==> config.mk <==
export PLATFORM = sky130hd
export DESIGN_NAME = compacting_list_store
export DESIGN_NICKNAME = d
export VERILOG_FILES = /design/src/rtl/clp_pkg.sv /design/src/rtl/clp_ram.sv /design/src/rtl/clp_engine.sv /design/src/rtl/compacting_list_store.sv
export SDC_FILE = /design/constraint.sdc
export NUM_CORES = 2
export LEC_CHECK = 0
export BUFFER_PORTS_ARGS = -buffer_cell sky130_fd_sc_hd__buf_2
export CAP_MARGIN = 15
export CORE_ASPECT_RATIO = 0.6
export CORE_MARGIN = 2
export CORE_UTILIZATION = 57
export DETAILED_ROUTE_END_ITERATION = 16
export PLACE_DENSITY = 0.76
export SLEW_MARGIN = 10
export SYNTH_ARGS = -nofsm -noshare
export SYNTH_HDL_FRONTEND = slang
export SYNTH_HIERARCHICAL = 1
export SYNTH_SLANG_ARGS = --single-unit
==> constraint.sdc <==
create_clock -name clock -period 4.4 [get_ports clock]
set_input_delay 1.32 -clock clock [delete_from_list [all_inputs] [get_ports clock]]
set_output_delay 1.32 -clock clock [all_outputs]
set_load 0.02 [all_outputs]
==> src/rtl/clp_pkg.sv <==
package clp_pkg;

   localparam int OPCODE_W    = 3;
   localparam int INDEX_W     = 6;
   localparam int DATA_W      = 32;
   localparam int STATUS_W    = 2;
   localparam int COUNT_W     = 7;
   localparam int REQ_TDATA_W = 40;
   localparam int RSP_TDATA_W = 40;

   typedef enum logic [OPCODE_W-1:0] {
      OP_PUSH   = 3'd0,
      OP_GET    = 3'd1,
      OP_REMOVE = 3'd2,
      OP_POP    = 3'd3,
      OP_SHIFT  = 3'd4,
      OP_NEXT   = 3'd5,
      OP_REWIND = 3'd6,
      OP_NOP    = 3'd7
   } op_type;

   typedef enum logic [STATUS_W-1:0] {
      STAT_OK    = 2'd0,
      STAT_RANGE = 2'd1,
      STAT_FULL  = 2'd2
   } status_type;

   typedef enum logic [1:0] {
      ST_IDLE,
      ST_READ,
      ST_COMPACT,
      ST_DONE
   } state_type;

endpackage

==> src/rtl/clp_ram.sv <==
module clp_ram #(
   parameter int DEPTH = 64,
   parameter int WIDTH = 32
) (
   input  logic                     clock,
   input  logic                     wr_en,
   input  logic [$clog2(DEPTH)-1:0] wr_addr,
   input  logic [WIDTH-1:0]         wr_data,
   input  logic                     rd_en,
   input  logic [$clog2(DEPTH)-1:0] rd_addr,
   output logic [WIDTH-1:0]         rd_data
);

   logic [WIDTH-1:0] mem [DEPTH];

   always_ff @(posedge clock) begin
      if (wr_en) begin
         mem[wr_addr] <= wr_data;
      end
   end

   always_ff @(posedge clock) begin
      if (rd_en) begin
         rd_data <= mem[rd_addr];
      end
   end

endmodule

==> src/rtl/clp_engine.sv <==
module clp_engine #(
   parameter int DEPTH      = 64,
   parameter int ELEM_WIDTH = 32
) (
   input  logic                                clock,
   input  logic                                reset,
   // request side
   input  logic                                req_valid,
   output logic                                req_ready,
   input  logic [clp_pkg::OPCODE_W-1:0]        req_opcode,
   input  logic [clp_pkg::INDEX_W-1:0]         req_index,
   input  logic [clp_pkg::DATA_W-1:0]          req_data,
   // result side
   output logic                                rsp_valid,
   input  logic                                rsp_ready,
   output logic [clp_pkg::DATA_W-1:0]          rsp_data,
   output logic [clp_pkg::STATUS_W-1:0]        rsp_status,
   output logic [clp_pkg::COUNT_W-1:0]         rsp_count,
   // element store
   output logic                                mem_wr_en,
   output logic [$clog2(DEPTH)-1:0]            mem_wr_addr,
   output logic [ELEM_WIDTH-1:0]               mem_wr_data,
   output logic                                mem_rd_en,
   output logic [$clog2(DEPTH)-1:0]            mem_rd_addr,
   input  logic [ELEM_WIDTH-1:0]               mem_rd_data
);

   localparam int ADDR_W = $clog2(DEPTH);
   localparam int CNT_W  = $clog2(DEPTH + 1);
   localparam int IDX_W  = clp_pkg::INDEX_W;
   localparam int DW     = clp_pkg::DATA_W;
   localparam int CW     = clp_pkg::COUNT_W;

   clp_pkg::state_type  state_ff, state_in;
   logic [CNT_W-1:0]    count_ff, count_in;
   logic [CNT_W-1:0]    cursor_ff, cursor_in;
   logic [CNT_W-1:0]    scan_ff, scan_in;
   logic [ADDR_W-1:0]   dest_ff, dest_in;
   logic                pend_ff, pend_in;
   logic                shift_ff, shift_in;
   logic [DW-1:0]       res_data_ff, res_data_in;
   clp_pkg::status_type res_status_ff, res_status_in;
   logic                out_vld_ff, out_vld_in;
   logic [DW-1:0]       out_data_ff, out_data_in;
   logic [clp_pkg::STATUS_W-1:0] out_status_ff, out_status_in;
   logic [CW-1:0]       out_count_ff, out_count_in;

   clp_pkg::op_type     op;
   logic [CNT_W+IDX_W-1:0] idx_ext, cnt_ext;
   logic [CNT_W-1:0]    cnt_m1;
   logic                accept, idx_ok, cur_ok, is_empty, is_full, scan_more, out_free;

   assign op        = clp_pkg::op_type'(req_opcode);
   assign idx_ext   = {{CNT_W{1'b0}}, req_index};
   assign cnt_ext   = {{IDX_W{1'b0}}, count_ff};
   assign cnt_m1    = count_ff - 1'b1;
   assign idx_ok    = idx_ext < cnt_ext;
   assign cur_ok    = cursor_ff < count_ff;
   assign is_empty  = count_ff == '0;
   assign is_full   = count_ff == CNT_W'(DEPTH);
   assign scan_more = scan_ff < count_ff;
   assign out_free  = !out_vld_ff || rsp_ready;
   assign req_ready = state_ff == clp_pkg::ST_IDLE;
   assign accept    = req_valid && req_ready;

   // next state
   always_comb begin
      state_in = state_ff;
      case (state_ff)
         clp_pkg::ST_IDLE: begin
            if (accept) begin
               state_in = clp_pkg::ST_DONE;
               case (op)
                  clp_pkg::OP_GET:    if (idx_ok)    state_in = clp_pkg::ST_READ;
                  clp_pkg::OP_REMOVE: if (idx_ok)    state_in = clp_pkg::ST_COMPACT;
                  clp_pkg::OP_POP:    if (!is_empty) state_in = clp_pkg::ST_READ;
                  clp_pkg::OP_SHIFT:  if (!is_empty) state_in = clp_pkg::ST_READ;
                  clp_pkg::OP_NEXT:   if (cur_ok)    state_in = clp_pkg::ST_READ;
                  default:            state_in = clp_pkg::ST_DONE;
               endcase
            end
         end
         clp_pkg::ST_READ: begin
            state_in = shift_ff ? clp_pkg::ST_COMPACT : clp_pkg::ST_DONE;
         end
         clp_pkg::ST_COMPACT: begin
            if (!scan_more && !pend_ff) begin
               state_in = clp_pkg::ST_DONE;
            end
         end
         clp_pkg::ST_DONE: begin
            if (out_free) begin
               state_in = clp_pkg::ST_IDLE;
            end
         end
         default: state_in = clp_pkg::ST_IDLE;
      endcase
   end

   // datapath and store accesses
   always_comb begin
      count_in      = count_ff;
      cursor_in     = cursor_ff;
      scan_in       = scan_ff;
      dest_in       = dest_ff;
      pend_in       = pend_ff;
      shift_in      = shift_ff;
      res_data_in   = res_data_ff;
      res_status_in = res_status_ff;
      out_data_in   = out_data_ff;
      out_status_in = out_status_ff;
      out_count_in  = out_count_ff;
      out_vld_in    = rsp_ready ? 1'b0 : out_vld_ff;
      mem_wr_en     = 1'b0;
      mem_wr_addr   = count_ff[ADDR_W-1:0];
      mem_wr_data   = ELEM_WIDTH'(req_data);
      mem_rd_en     = 1'b0;
      mem_rd_addr   = idx_ext[ADDR_W-1:0];
      case (state_ff)
         clp_pkg::ST_IDLE: begin
            if (accept) begin
               res_data_in   = '0;
               res_status_in = clp_pkg::STAT_OK;
               shift_in      = 1'b0;
               case (op)
                  clp_pkg::OP_PUSH: begin
                     if (is_full) begin
                        res_status_in = clp_pkg::STAT_FULL;
                     end else begin
                        mem_wr_en = 1'b1;
                        count_in  = count_ff + 1'b1;
                     end
                  end
                  clp_pkg::OP_GET: begin
                     if (idx_ok) begin
                        mem_rd_en   = 1'b1;
                        mem_rd_addr = idx_ext[ADDR_W-1:0];
                     end else begin
                        res_status_in = clp_pkg::STAT_RANGE;
                     end
                  end
                  clp_pkg::OP_REMOVE: begin
                     if (idx_ok) begin
                        scan_in = CNT_W'(idx_ext + 1'b1);
                        pend_in = 1'b0;
                     end else begin
                        res_status_in = clp_pkg::STAT_RANGE;
                     end
                  end
                  clp_pkg::OP_POP: begin
                     if (is_empty) begin
                        res_status_in = clp_pkg::STAT_RANGE;
                     end else begin
                        mem_rd_en   = 1'b1;
                        mem_rd_addr = cnt_m1[ADDR_W-1:0];
                        count_in    = cnt_m1;
                     end
                  end
                  clp_pkg::OP_SHIFT: begin
                     if (is_empty) begin
                        res_status_in = clp_pkg::STAT_RANGE;
                     end else begin
                        mem_rd_en   = 1'b1;
                        mem_rd_addr = '0;
                        shift_in    = 1'b1;
                     end
                  end
                  clp_pkg::OP_NEXT: begin
                     if (cur_ok) begin
                        mem_rd_en   = 1'b1;
                        mem_rd_addr = cursor_ff[ADDR_W-1:0];
                        cursor_in   = cursor_ff + 1'b1;
                     end else begin
                        res_status_in = clp_pkg::STAT_RANGE;
                     end
                  end
                  clp_pkg::OP_REWIND: cursor_in = '0;
                  default: ;
               endcase
            end
         end
         clp_pkg::ST_READ: begin
            res_data_in = DW'(mem_rd_data);
            if (shift_ff) begin
               scan_in = CNT_W'(1);
               pend_in = 1'b0;
            end
         end
         clp_pkg::ST_COMPACT: begin
            // write back the entry read last cycle one place lower, read the following one
            if (pend_ff) begin
               mem_wr_en   = 1'b1;
               mem_wr_addr = dest_ff;
               mem_wr_data = mem_rd_data;
            end
            if (scan_more) begin
               mem_rd_en   = 1'b1;
               mem_rd_addr = scan_ff[ADDR_W-1:0];
               dest_in     = ADDR_W'(scan_ff - 1'b1);
               scan_in     = scan_ff + 1'b1;
               pend_in     = 1'b1;
            end else begin
               pend_in = 1'b0;
               if (!pend_ff) begin
                  count_in = cnt_m1;
               end
            end
         end
         clp_pkg::ST_DONE: begin
            if (out_free) begin
               out_vld_in    = 1'b1;
               out_data_in   = res_data_ff;
               out_status_in = res_status_ff;
               out_count_in  = CW'(count_ff);
            end
         end
         default: ;
      endcase
   end

   always_ff @(posedge clock) begin
      if (reset) begin
         state_ff   <= clp_pkg::ST_IDLE;
         count_ff   <= '0;
         cursor_ff  <= '0;
         pend_ff    <= 1'b0;
         shift_ff   <= 1'b0;
         out_vld_ff <= 1'b0;
      end else begin
         state_ff   <= state_in;
         count_ff   <= count_in;
         cursor_ff  <= cursor_in;
         pend_ff    <= pend_in;
         shift_ff   <= shift_in;
         out_vld_ff <= out_vld_in;
      end
   end

   always_ff @(posedge clock) begin
      scan_ff       <= scan_in;
      dest_ff       <= dest_in;
      res_data_ff   <= res_data_in;
      res_status_ff <= res_status_in;
      out_data_ff   <= out_data_in;
      out_status_ff <= out_status_in;
      out_count_ff  <= out_count_in;
   end

   assign rsp_valid  = out_vld_ff;
   assign rsp_data   = out_data_ff;
   assign rsp_status = out_status_ff;
   assign rsp_count  = out_count_ff;

endmodule

==> src/rtl/compacting_list_store.sv <==
// Bounded ordered list of DEPTH elements of ELEM_WIDTH bits with a count and a read cursor.
// Request channel (req_): one operation per transfer; opcode on req_tuser, index and the
// value to append on req_tdata. Opcodes: push, get, remove, pop, shift, next, rewind, no-op.
// Result channel (rsp_): exactly one transfer per request, in order, carrying the element
// read (zero otherwise) and the count after the operation on rsp_tdata, status on rsp_tuser
// (ok, empty or out of range, full).
// Steps per operation, from request transfer to result transfer:
//   push, rewind, no-op and any rejected operation: straight to the result;
//   get, pop, next: a registered read of the element store, then the result;
//   remove at index i: a walk that moves entries i+1 to count-1 down, then the result;
//   shift: a read of entry 0, the same walk from entry 1, then the result.
// Remove and shift walk the store one entry per cycle through its single read port and
// single write port, so they dominate the rate.
// One operation is in work at a time; req_tready is high while the engine is idle.
// The result sits in an output register, so the next request is taken while a result
// still waits; if the receiver stalls, the following result holds in the engine until
// the output register drains.
// Reset clears the count, the cursor and the result valid; store contents are left
// undefined and are only read below the count.
module compacting_list_store #(
   parameter int DEPTH      = 64,
   parameter int ELEM_WIDTH = 32
) (
   input  logic                                clock,
   input  logic                                reset,
   input  logic                                req_tvalid,
   output logic                                req_tready,
   input  logic [clp_pkg::REQ_TDATA_W-1:0]     req_tdata,  // index[5:0], data_in[37:6], pad
   input  logic [clp_pkg::OPCODE_W-1:0]        req_tuser,  // opcode[2:0]
   output logic                                rsp_tvalid,
   input  logic                                rsp_tready,
   output logic [clp_pkg::RSP_TDATA_W-1:0]     rsp_tdata,  // data_out[31:0], count[38:32], pad
   output logic [clp_pkg::STATUS_W-1:0]        rsp_tuser   // status[1:0]
);

   localparam int ADDR_W = $clog2(DEPTH);

   logic                      mem_wr_en, mem_rd_en;
   logic [ADDR_W-1:0]         mem_wr_addr, mem_rd_addr;
   logic [ELEM_WIDTH-1:0]     mem_wr_data, mem_rd_data;
   logic [clp_pkg::DATA_W-1:0]  rsp_data;
   logic [clp_pkg::COUNT_W-1:0] rsp_count;

   clp_engine #(
      .DEPTH      (DEPTH),
      .ELEM_WIDTH (ELEM_WIDTH)
   ) u_engine (
      .clock       (clock),
      .reset       (reset),
      .req_valid   (req_tvalid),
      .req_ready   (req_tready),
      .req_opcode  (req_tuser),
      .req_index   (req_tdata[5:0]),
      .req_data    (req_tdata[37:6]),
      .rsp_valid   (rsp_tvalid),
      .rsp_ready   (rsp_tready),
      .rsp_data    (rsp_data),
      .rsp_status  (rsp_tuser),
      .rsp_count   (rsp_count),
      .mem_wr_en   (mem_wr_en),
      .mem_wr_addr (mem_wr_addr),
      .mem_wr_data (mem_wr_data),
      .mem_rd_en   (mem_rd_en),
      .mem_rd_addr (mem_rd_addr),
      .mem_rd_data (mem_rd_data)
   );

   clp_ram #(
      .DEPTH (DEPTH),
      .WIDTH (ELEM_WIDTH)
   ) u_ram (
      .clock   (clock),
      .wr_en   (mem_wr_en),
      .wr_addr (mem_wr_addr),
      .wr_data (mem_wr_data),
      .rd_en   (mem_rd_en),
      .rd_addr (mem_rd_addr),
      .rd_data (mem_rd_data)
   );

   assign rsp_tdata = {1'b0, rsp_count, rsp_data};

endmodule

==> impl_metrics.ini <==
[drt]
vias_per_cell = 6.813
drc_errors = 0
wl_mm = 238.8
antenna_left = 0
drt_first_iter_violations = 8112
firstDrtPassIters = 7
wl_per_cell_um = 35.10
vias = 46345

[clock_tree]
cts_num_sinks = 2187
cts_root_buffer = clkbuf_16
clk_path_buf_depth = 3
path_clk_slew_ns = 0.07
cts_inserted_buffers = 182
cts_tree = done
insertion_delay_ns = 0.83
cts_max_level = 4

[global_route]
grt_pass1_vias = 45246
grtUsageTotal_pct = 31.54
overflow = 0
grt_start_max_net_pins = 65
grt_pass1_wl_mm = 334.4
antenna_found_initial = 9

[pwr]
ir_drop_mv = 0.4746
p_per_area_nw_per_um2 = 647.2
p_leak_nw = 32.12
finalPower_mw = 64.37

[layout]
final_util_pct = 67.34
drive_gt1_share_pct = 31.97
instances_no_fill = 6802
area_growth_pct = 16.98
final_cell_mix = edfxtp_1 (2,168), mux4_2 (446), buf_4 (442)
final_common_cell = edfxtp_1
fin_nets = 4722

[placed_design]
hpwl_mm = 147.8
port_buffers = 87
gp_congestion = 0.8925
preCtsSetupSlack_ns = -0.6551
place_inst = 6432

[logic_synthesis]
synthFlopType = edfxtp_1
synth-simple-area-share_pct = 2.351
ys_types = 73
synth_top_family_by_area = multiplexers
ys_seq_area_share_pct = 77.01
ys_async_sr_fraction_pct = 0
synth_fa_ha_area_share_pct = 0.3826
syn_nets = 4081
syn_area_sq_um = 85030
ys_seq_elements = 2187
yosys_warnings = 6
synth_xor_area_share_pct = 0.1648
synth_edf_count = 2168
synth-compound-area-share_pct = 3.798
synthCells = 4008
avgSynthCellArea_sq_um = 21.21
synth_mux_area_share_pct = 14.56

[worst_setup_path]
crit_chain = ha_1 -> a211o_1 -> a211oi_4 -> nand2_2 -> inv_2 -> a221oi_1 -> buf_4 -> o21ai_4 -> buf_12 -> buf_12 -> buf_16 -> mux4_2 -> o22ai_1 -> a211o_1 -> o21ai_0 -> and3_1
ff2ff_setup_slack_ns = -0.009
start_kind = flop
crit_fanout = 16
slowest_delay_ns = 0.51
worstPathArrival_ns = 4.99
path_class = flop to flop
required_ns = 4.98
crit_path_top_delay_cell = mux4_2
crit_path_end_kind = flop
r2r_cells = 16

[flow_run]
drv_cap = 0

[die]
die_x_um = 502.6
core_sq_um = 147700
pin_count = 91
die_y_um = 303.2
start_util_pct = 57.57
rows = 109
dieArea_sq_um = 152400

[min_path]
hold_path.class = flop to flop
holdPathStages = 0

[timing]
post-route-min-period_ns = 4.409
fin_crit_sh_pct = 100.2
slew_headroom_pct = 24.00
finalWorstSetupSlack_ns = -0.008538
fmaxAchievable_ghz = 0.2268
hold_violations = 0
setup_viol = 2
finClkSkew_ns = 0.03061
rsz0062_at_grt = true
maxSlewViolCount = 0
worst_slew_pin_slew_ns = 1.140

[run_status]
status = complete, but fails checks
violations = negative setup slack
## cells in the mapped netlist (all sizes together) (19+ instances only)
master | count | area (sq um)
nor2 | 130 | 490.5
mux2i | 195 | 1952
a31oi | 21 | 131.4
nand3 | 57 | 290.3
mux2 | 34 | 382.9
o21ai | 56 | 280.3
a211oi | 27 | 227.7
mux4 | 446 | 10040
o22ai | 44 | 275.3
ha | 26 | 325.3
nor2b | 26 | 162.7
edfxtp | 2168 | 65100
clkbuf | 86 | 324.1
a21oi | 55 | 275.3
inv | 26 | 97.59
and2 | 38 | 237.7
nand2 | 58 | 217.7
a22oi | 128 | 960.9
buf | 139 | 1046
dfxtp | 19 | 380.4
## state kept, by name, indices dropped and copies added (netlist names)
name / count
u_engine/scan_ff: 7
u_engine/res_data_ff: 32
u_engine/count_ff: 7
u_engine/pend_ff: 1
u_engine/rsp_status: 2
u_ram/mem: 2048
u_engine/rsp_data: 32
u_engine/dest_ff: 6
u_engine/cursor_ff: 7
u_engine/res_status_ff: 2
u_engine/rsp_valid: 1
u_engine/rsp_count: 7
u_engine/state_ff: 2
u_ram/rd_data: 32
u_engine/shift_ff: 1
## layout make-up
cell class,count,area [sq um]
Fill cell,8940,48240
Antenna cell,9,22.52
Tap cell,1998,2500
Inverter,26,97.59
Multi-Input combinational cell,1570,18820
Clock inverter,85,785.8
Clock buffer,245,4917
Sequential cell,2187,65480
Timing Repair Buffer,682,6837
## cells by family after synthesis
family | count (synthesis)
buffers and inverters | 251
muxes | 675
and+or+nand+nor | 399
DFF | 2187
other | 1
adders and majority gates | 26
AOI/OAI and AO/OA | 453
xor gates and xnor gates | 16
## metal layers
metal	vias up	part of all wire (%)	global-route usage, %
li1	18106	-	-
met1	23828	37	47.49
met2	3962	43	43.87
met3	443	17	11.26
met4	6	2.8	9.201
met5	-	0.013	0
## worst max-delay path, delay by kind of cell (launching register included)
family,cells,cell delay [ns]
AO/OA/AOI/OAI,7,1.64
buffers and inverters,5,0.88
multiplexers,1,0.51
adder cells (fa/ha/maj),1,0.29
AND/OR/NAND/NOR,2,0.39
flip-flops,1,0.41
## through the flow
stage           TNS [ns]  cell area [sq um]  hold slack (ns)
2_1_floorplan    -119.20              85100           0.4003
3_3_place_gp      -11.80              93140           0.4017
3_5_place_dp      -14.83              93140           0.4045
4_1_cts        -0.004784              99010           0.4165
5_1_grt          -0.3232              99450           0.4201
6_report        -0.01206              99460           0.4206
## power by group
part / switching, mW / internal [mW] / leakage, nW
Combinational: 13.6 / 10.9 / 9.68
Clock: 7.33 / 8.61 / 2.77
Sequential: 0.268 / 23.7 / 19.7
Total: 21.2 / 43.2 / 32.1
## worst paths after layout
path                                               start               endpoint
worst min-delay path            u_engine/res_data_ff[20]  u_engine/rsp_data[20]
worst max register to register       u_engine/scan_ff[1]      u_ram/rd_data[30]
worst max-delay path                 u_engine/scan_ff[1]      u_ram/rd_data[30]
worst min register to register  u_engine/res_data_ff[20]  u_engine/rsp_data[20]
## what timing repair did
item | CTS | global route
pin swaps | 1 | 4
endpoints found under the setup margin | 8 | 30
setup buffers | 9 | 18
gates resized for setup | 9 | 47
hold buffers | 0 | 0
cloned | 1 | 4
Power figures use the tool's default switching activity.
